**src/hw/rtl/blps_pkg.sv**
```systemverilog
package blps_pkg;

  // input and result beats
  typedef struct packed {
    logic        opcode;
    logic [15:0] millivolts;
  } in_item_t;

  typedef struct packed {
    logic [15:0] pulse_width;
    logic        active;
    logic [3:0]  pulses_planned;
  } out_item_t;

  localparam logic OP_TICK  = 1'b0;
  localparam logic OP_START = 1'b1;

  // configuration port
  localparam int CFG_IDX_W  = 3;
  localparam int CFG_DATA_W = 16;

  localparam logic [CFG_IDX_W-1:0] CFG_PWM_PERIOD   = 3'd0;
  localparam logic [CFG_IDX_W-1:0] CFG_PEAK_PERCENT = 3'd1;
  localparam logic [CFG_IDX_W-1:0] CFG_FADE_STEPS   = 3'd2;
  localparam logic [CFG_IDX_W-1:0] CFG_STEP_MS      = 3'd3;
  localparam logic [CFG_IDX_W-1:0] CFG_HOLD_MS      = 3'd4;
  localparam logic [CFG_IDX_W-1:0] CFG_GAP_MS       = 3'd5;

  localparam logic [15:0] RST_PWM_PERIOD   = 16'd1000;
  localparam logic [6:0]  RST_PEAK_PERCENT = 7'd5;
  localparam logic [5:0]  RST_FADE_STEPS   = 6'd12;
  localparam logic [7:0]  RST_STEP_MS      = 8'd6;
  localparam logic [9:0]  RST_HOLD_MS      = 10'd50;
  localparam logic [9:0]  RST_GAP_MS       = 10'd80;

  // battery window and pulse plan: one pulse, plus one per 150 mV above the floor
  localparam logic [15:0] MV_MIN      = 16'd3000;
  localparam logic [15:0] MV_MAX      = 16'd4200;
  localparam logic [10:0] MV_PER_STEP = 11'd150;
  localparam int          GOAL_MAX    = 8;

  // step divider: 13-bit step * percent over a 7-bit step count
  localparam int DIV_W   = 13;
  localparam int DIVR_W  = 7;
  localparam int DCNT_W  = 4;

  // period * percent fits 29 bits; /100 done as (x/4)/25 by reciprocal,
  // ceil(2^32 / 25), exact for every 27-bit x/4
  localparam int          PROD_W       = 29;
  localparam logic [27:0] DIV100_RECIP = 28'd171798692;

  typedef struct packed {
    logic capture;
    logic exec;
    logic div_start;
    logic mul_load;
    logic width_load;
    logic out_load;
  } cmd_t;

  typedef struct packed {
    logic need_width;
    logic div_busy;
    logic out_busy;
  } sts_t;

endpackage

```
**src/hw/rtl/blps_ctrl.sv**
```systemverilog
module blps_ctrl (
  input  logic            clk,
  input  logic            rst_n,
  input  logic            in_valid,
  output logic            in_stall,
  input  blps_pkg::sts_t  sts,
  output blps_pkg::cmd_t  cmd
);

  typedef enum logic [2:0] {
    S_IDLE,
    S_EXEC,
    S_D1GO,
    S_DIV1,
    S_MUL,
    S_SCALE,
    S_OUT
  } state_t;

  state_t state_r, state_nxt;

  always_comb begin
    state_nxt = state_r;
    case (state_r)
      S_IDLE:  if (in_valid) state_nxt = S_EXEC;
      S_EXEC:  state_nxt = sts.need_width ? S_D1GO : S_OUT;
      S_D1GO:  state_nxt = S_DIV1;
      S_DIV1:  if (!sts.div_busy) state_nxt = S_MUL;
      S_MUL:   state_nxt = S_SCALE;
      S_SCALE: state_nxt = S_OUT;
      S_OUT:   if (!sts.out_busy) state_nxt = S_IDLE;
      default: state_nxt = S_IDLE;
    endcase
  end

  always_ff @(posedge clk) begin
    if (!rst_n) begin
      state_r <= S_IDLE;
    end else begin
      state_r <= state_nxt;
    end
  end

  assign in_stall       = (state_r != S_IDLE);
  assign cmd.capture    = (state_r == S_IDLE) && in_valid;
  assign cmd.exec       = (state_r == S_EXEC);
  assign cmd.div_start  = (state_r == S_D1GO);
  assign cmd.mul_load   = (state_r == S_MUL);
  assign cmd.width_load = (state_r == S_SCALE);
  assign cmd.out_load   = (state_r == S_OUT) && !sts.out_busy;

  a_accept_exec: assert property (@(posedge clk) disable iff (!rst_n)
    (in_valid && !in_stall) |=> (state_r == S_EXEC))
    else $error("accepted beat not executed");

  a_div_wait: assert property (@(posedge clk) disable iff (!rst_n)
    ((state_r == S_DIV1) && sts.div_busy) |=> (state_r == S_DIV1))
    else $error("left divide before quotient ready");

  a_out_wait: assert property (@(posedge clk) disable iff (!rst_n)
    ((state_r == S_OUT) && sts.out_busy) |=> (state_r == S_OUT))
    else $error("left result stage while output full");

endmodule

```
**config.mk**
```make
export PLATFORM = sky130hd
export DESIGN_NAME = blps_ctrl
export DESIGN_NICKNAME = d
export VERILOG_FILES = /design/src/hw/rtl/blps_pkg.sv /design/src/hw/rtl/blps_ctrl.sv
export SDC_FILE = /design/constraint.sdc
export NUM_CORES = 1
export LEC_CHECK = 0
export ABC_AREA = 1
export BUFFER_PORTS_ARGS = -buffer_cell sky130_fd_sc_hd__buf_2
export CORE_AREA = 2 2 39 41
export DETAILED_ROUTE_END_ITERATION = 16
export DIE_AREA = 0 0 41 43
export PLACE_DENSITY = 0.46
export SKIP_LAST_GASP = 1
export SLEW_MARGIN = 20
export SYNTH_ARGS = -nofsm -noshare
export SYNTH_HDL_FRONTEND = slang
export SYNTH_SLANG_ARGS = --single-unit
```
**constraint.sdc**
```tcl
create_clock -name clk -period 2.75 [get_ports clk]
set_clock_uncertainty 0.1 [all_clocks]
set_input_delay 0.55 -clock clk [delete_from_list [all_inputs] [get_ports clk]]
set_output_delay 0.55 -clock clk [all_outputs]
set_load 0.05 [all_outputs]
```
==> results of run 1 <==
-- final cells by class --
cell class | count | area [sq um]
Timing Repair Buffer | 12 | 60.1
Sequential cell | 3 | 60.1
Tap cell | 16 | 20.0
Clock buffer | 4 | 26.3
Fill cell | 166 | 1020
Multi-Input combinational cell | 33 | 164
Inverter | 7 | 30.0
-- worst max-delay path, stage by stage (launching register included) --
cell,delay [ns]
dfxtp_1,0.57
nand3_1,0.16
nor2_1,0.10
buf_2,0.26
-- layer usage --
metal	vias to the layer above	track usage, %	share of wire, %
met5	-	0	0
met4	0	8.00	2.3
met2	10	13.1	46
met1	131	9.55	48
li1	166	-	-
met3	2	0	4.3
-- logic make-up after synthesis --
logic type	share of synthesized area, %
buffers and inverters	19.0
flip-flops	21.7
AO/OA/AOI/OAI	4.98
AND/OR/NAND/NOR	54.3
-- worst min path at each step --
stage	cells past startpoint	slack, ns	start	to
floorplan	2	0.43	state_r[0]$_SDFFE_PN0P_	state_r[0]$_SDFFE_PN0P_
detailed placement	1	0.53	state_r[0]$_SDFFE_PN0P_	state_r[0]$_SDFFE_PN0P_
CTS	3	0.46	rst_n	state_r[1]$_SDFFE_PN0P_
global placement	1	0.50	state_r[0]$_SDFFE_PN0P_	state_r[0]$_SDFFE_PN0P_
finish	3	0.46	rst_n	state_r[1]$_SDFFE_PN0P_
global route	3	0.47	rst_n	state_r[1]$_SDFFE_PN0P_
-- stage by stage --
step / util (%) / std cells / hold slack (ns)
final: 26.0 / 75 / 0.463
after global routing: 26.0 / 75 / 0.475
after CTS: 26.0 / 75 / 0.458
after detailed placement: 24.1 / 71 / 0.526
after global placement: 24.1 / 71 / 0.497
after floorplan: - / 45 / 0.433
-- synthesized netlist by cell type --
master     n
nand2_1    9
dfxtp_1    3
o21ai_0    1
nor2_4     1
nor3_1     1
clkinv_2   1
nand4_1    2
inv_4      1
buf_6      2
inv_2      1
nand3_1    3
nor2_1    13
a21oi_2    1
nand2_2    1
nand3_4    1
inv_1      4
==> flow_summary_export.csv, run 1 <==
group,metric,value,unit
run_status,status,"completed",
setup_path,crit_type,"reg2out",
clock_tree,cts_max_path_buffers,2,
clock_tree,cts_tree,"done",
cells_and_area,regMostFlops,"state_r",
routing,first_pass_iters,2,
yosys,syn_area_per_cell,6.14,sq um
sta,rsz0062_at_grt,"false",
yosys,ys_top_cells_by_area,"dfxtp_1 22%, nor2_1 18%, nand2_1 12%",
global_route,overflow,0,
placement,io_buffers,12,
yosys,syn_area,277,sq um
floorplan,start_util,20.0,%
floorplan,std_cell_rows,14,
placement,dpl.hpwl,506,microns
clock_tree,cts.sinks,3,
sta,finalSetupTns,0,ns
worst_hold_path,hold_path_class,"in2reg",
yosys,synthCells,45,
sta,slew_violations,0,
setup_path,ff2ff_setup_slack,1.53,ns
routing,wl,657,microns
yosys,yosys.area.top_type,"dfxtp_1",
yosys,synth-seq-area-share,21.7,%
yosys,ys_warn_count,0,
setup_path,critPathRequiredTime,2.10,ns
cells_and_area,drive_gt1_share,37.3,%
yosys,syn_nets,51,
setup_path,r2r-end,"state_r[2]$_SDFFE_PN0P_",
sta,finalHoldViolations,0,
sta,slew_headroom,71.7,%
clock_tree,cts_root_buf,"clkbuf_4",
setup_path,rr_worst_depth,7,
sta,setup_viol,0,
clock_tree,cts_buffers,3,
floorplan,core_area,1380,sq um
placement,routabilityCongestion,0.678,
sta,fin_crit_sh,72.0,%
placement,placed_area,334,sq um
global_route,first_global_vias,276,
yosys,synth_top_area_share,21.7,%
yosys,synth_cell_types,16,
cells_and_area,syn_to_final_growth,30.3,%
global_route,antenna_found_initial,0,
floorplan,die_y,43,microns
cells_and_area,final_common_cell,"nor2_1",
setup_path,reg2reg_from,"state_r[1]$_SDFFE_PN0P_",
floorplan,dieArea,1760,sq um
routing,first_iter_violations,1,
floorplan,io_pins,13,
cells_and_area,largestRegisters,"state_r: 3 flops",
clock_tree,clkTransAtPathRegs,0.04,ns
clock_tree,post_cts_buffers,0,
yosys,synth-seq-cells,3,
setup_path,worstSetupEndpoint,"cmd[0]",
sta,tightest_slew,0.423,ns
floorplan,die_w,41,microns
sta,layout_setup_ws,0.770,ns
sta,fmaxAchievable,505,MHz
sta,fin_crit,1.98,ns
clock_tree,ctsResizeCount,0,
placement,place_ws,1.03,ns
cells_and_area,stdcell_area,360,sq um
setup_path,critPathArrivalTime,1.33,ns
global_route,grt_pass1_wl,993,microns
routing,wl_per_cell,8.76,microns
clock_tree,insertion_delay,0.23,ns
clock_tree,h-tree-depth,1,
routing,vias,309,
cells_and_area,diodes,0,
routing,ant_nets,0,
cells_and_area,finalNetCount,66,
global_route,grt.total_usage,8.41,%
routing,drc_errors,0,
cells_and_area,largest_reg_flops,3,
setup_path,critPathLaunch,"state_r[1]$_SDFFE_PN0P_",
global_route,grt_max_degree,11,
cells_and_area,final_cell_mix,"13 x nor2_1, 12 x buf_2, 9 x nand2_1",
clock_tree,cts_hold_buf,0,
setup_path,cp-end-kind,"primary output",
setup_path,cp-start-kind,"register",
run,cap_violations,0,
setup_path,worst-path-max-fanout,8,
routing,viasPerCell,4.12,
Power of run 1 is not shown: default switching activity piles up to over one toggle a cycle in this logic, so the estimate is an artifact.
==> run 2, diff against run 1 <==
clock period = 2 ns   (was 2.75 ns; I/O delays follow)
==> run 2 against run 1 <==
Global-route usage rose by 0.42 points; routed wire length rose by 0.15%; final cell count did not move; worst setup slack got worse by 0.60 ns; final area rose by 2.1%; worst hold slack got worse by 0.14 ns; sequential cell count did not move; largest cell class unchanged.
==> flow_summary_export.csv, run 2 (synthesis gave the netlist of run 1 again) <==
group,metric,value,unit
sta,finalHoldViolations,0,
clock_tree,ctsResizeCount,0,
floorplan,std_cell_rows,14,
floorplan,die_w,41,microns
sta,layout_setup_ws,0.169,ns
global_route,grtUsageMet2,10.9,%
sta,rsz0062_at_grt,"false",
clock_tree,cts_hold_buf,0,
clock_tree,h-tree-depth,1,
sta,fin_crit,1.83,ns
cells_and_area,final_cell_mix,"12 x nor2_1, 12 x buf_2, 9 x nand2_1",
cells_and_area,finalNetCount,66,
global_route,grt.total_usage,8.83,%
cells_and_area,syn_to_final_growth,33.0,%
floorplan,start_util,20.0,%
setup_path,critPathRequiredTime,1.50,ns
setup_path,cp.buffers_inverters,1,
global_route,gr-usage-met3,6.28,%
clock_tree,insertion_delay,0.24,ns
sta,fmaxAchievable,546,MHz
setup_path,crit_type,"reg2out",
floorplan,die_y,43,microns
floorplan,core_area,1380,sq um
global_route,grt_max_degree,11,
global_route,busiest_layer,"met2",
clock_tree,post_cts_buffers,0,
worst_hold_path,hold_path_class,"in2reg",
setup_path,path_cells,"nand3_1 -> nor2_1 -> buf_2",
run,cap_violations,0,
setup_path,crit_family,"flip-flops",
sta,tightest_slew,0.421,ns
sta,fin_crit_sh,91.6,%
global_route,grt_use_met1,10.3,%
setup_path,critPathArrivalTime,1.33,ns
cells_and_area,regMostFlops,"state_r",
placement,place_ws,0.421,ns
clock_tree,cts_root_buf,"clkbuf_4",
routing,wl_per_cell,8.77,microns
global_route,overflow,0,
setup_path,cp-start-kind,"register",
setup_path,worst-path-max-fanout,8,
placement,io_buffers,12,
setup_path,cp-end-kind,"primary output",
routing,drc_errors,0,
routing,vias,315,
cells_and_area,largestRegisters,"state_r: 3 flops",
sta,finalSetupTns,0,ns
global_route,first_global_vias,246,
routing,wl,658,microns
setup_path,max_stage_delay,0.57,ns
routing,ant_nets,0,
clock_tree,cts.sinks,3,
setup_path,worst_path_max_delay_cell,"dfxtp_1",
cells_and_area,diodes,0,
sta,slew_headroom,71.9,%
clock_tree,clkTransAtPathRegs,0.03,ns
run_status,status,"completed",
sta,setup_viol,0,
placement,dpl.hpwl,514,microns
global_route,grt_pass1_wl,972,microns
clock_tree,cts_tree,"done",
floorplan,dieArea,1760,sq um
placement,routabilityCongestion,0.705,
cells_and_area,final_core_util,26.6,%
cells_and_area,drive_gt1_share,40.7,%
clock_tree,cts_max_path_buffers,2,
floorplan,io_pins,13,
routing,first_pass_iters,3,
routing,first_iter_violations,7,
clock_tree,cts_buffers,3,
global_route,antenna_found_initial,0,
routing,viasPerCell,4.20,
sta,slew_violations,0,
cells_and_area,largest_reg_flops,3,
[run 2: cell counts in the layout (fill, tap and decap cells not counted)]
No cell type changed its count.
[run 2: worst reg2reg max path, cell delays in order, from the launching register on]
cell      delay [ns]
dfxtp_1         0.57
inv_4           0.06
nor2_1          0.10
nand2_1         0.09
nand2_2         0.08
clkinv_2        0.05
nand2_1         0.05
nor2_1          0.04
[run 2: through the flow]
step / instance area, sq um / hold WS [ns] / cells
2_1_floorplan: 284 / 0.426 / 45
3_3_place_gp: 342 / 0.510 / 71
3_5_place_dp: 342 / 0.525 / 71
4_1_cts: 368 / 0.320 / 75
5_1_grt: 368 / 0.323 / 75
6_report: 368 / 0.324 / 75
[run 2: layout make-up]
type / count / area, sq um
clock buffers: 4 / 26.3
fillers: 172 / 1020
inverters: 7 / 30.0
multi-input cells: 33 / 171
flip-flops and latches: 3 / 60.1
well taps: 16 / 20.0
repair buffers: 12 / 60.1
[run 2: layer usage]
layer  wire, microns  vias to the layer above
li1                -                      167
met1             282                      135
met2             316                       11
met3              47                        2
met4              11                        0
met5               0                        -
[run 2: worst paths after layout]
kind | slack, ns | from | depth (start not counted) | to
max | 0.17 | state_r[1]$_SDFFE_PN0P_ | 3 | cmd[0]
min | 0.32 | rst_n | 3 | state_r[2]$_SDFFE_PN0P_
max reg2reg | 0.76 | state_r[1]$_SDFFE_PN0P_ | 7 | state_r[2]$_SDFFE_PN0P_
min reg2reg | 0.54 | state_r[0]$_SDFFE_PN0P_ | 1 | state_r[0]$_SDFFE_PN0P_
Power of run 2 is left out for the same reason.
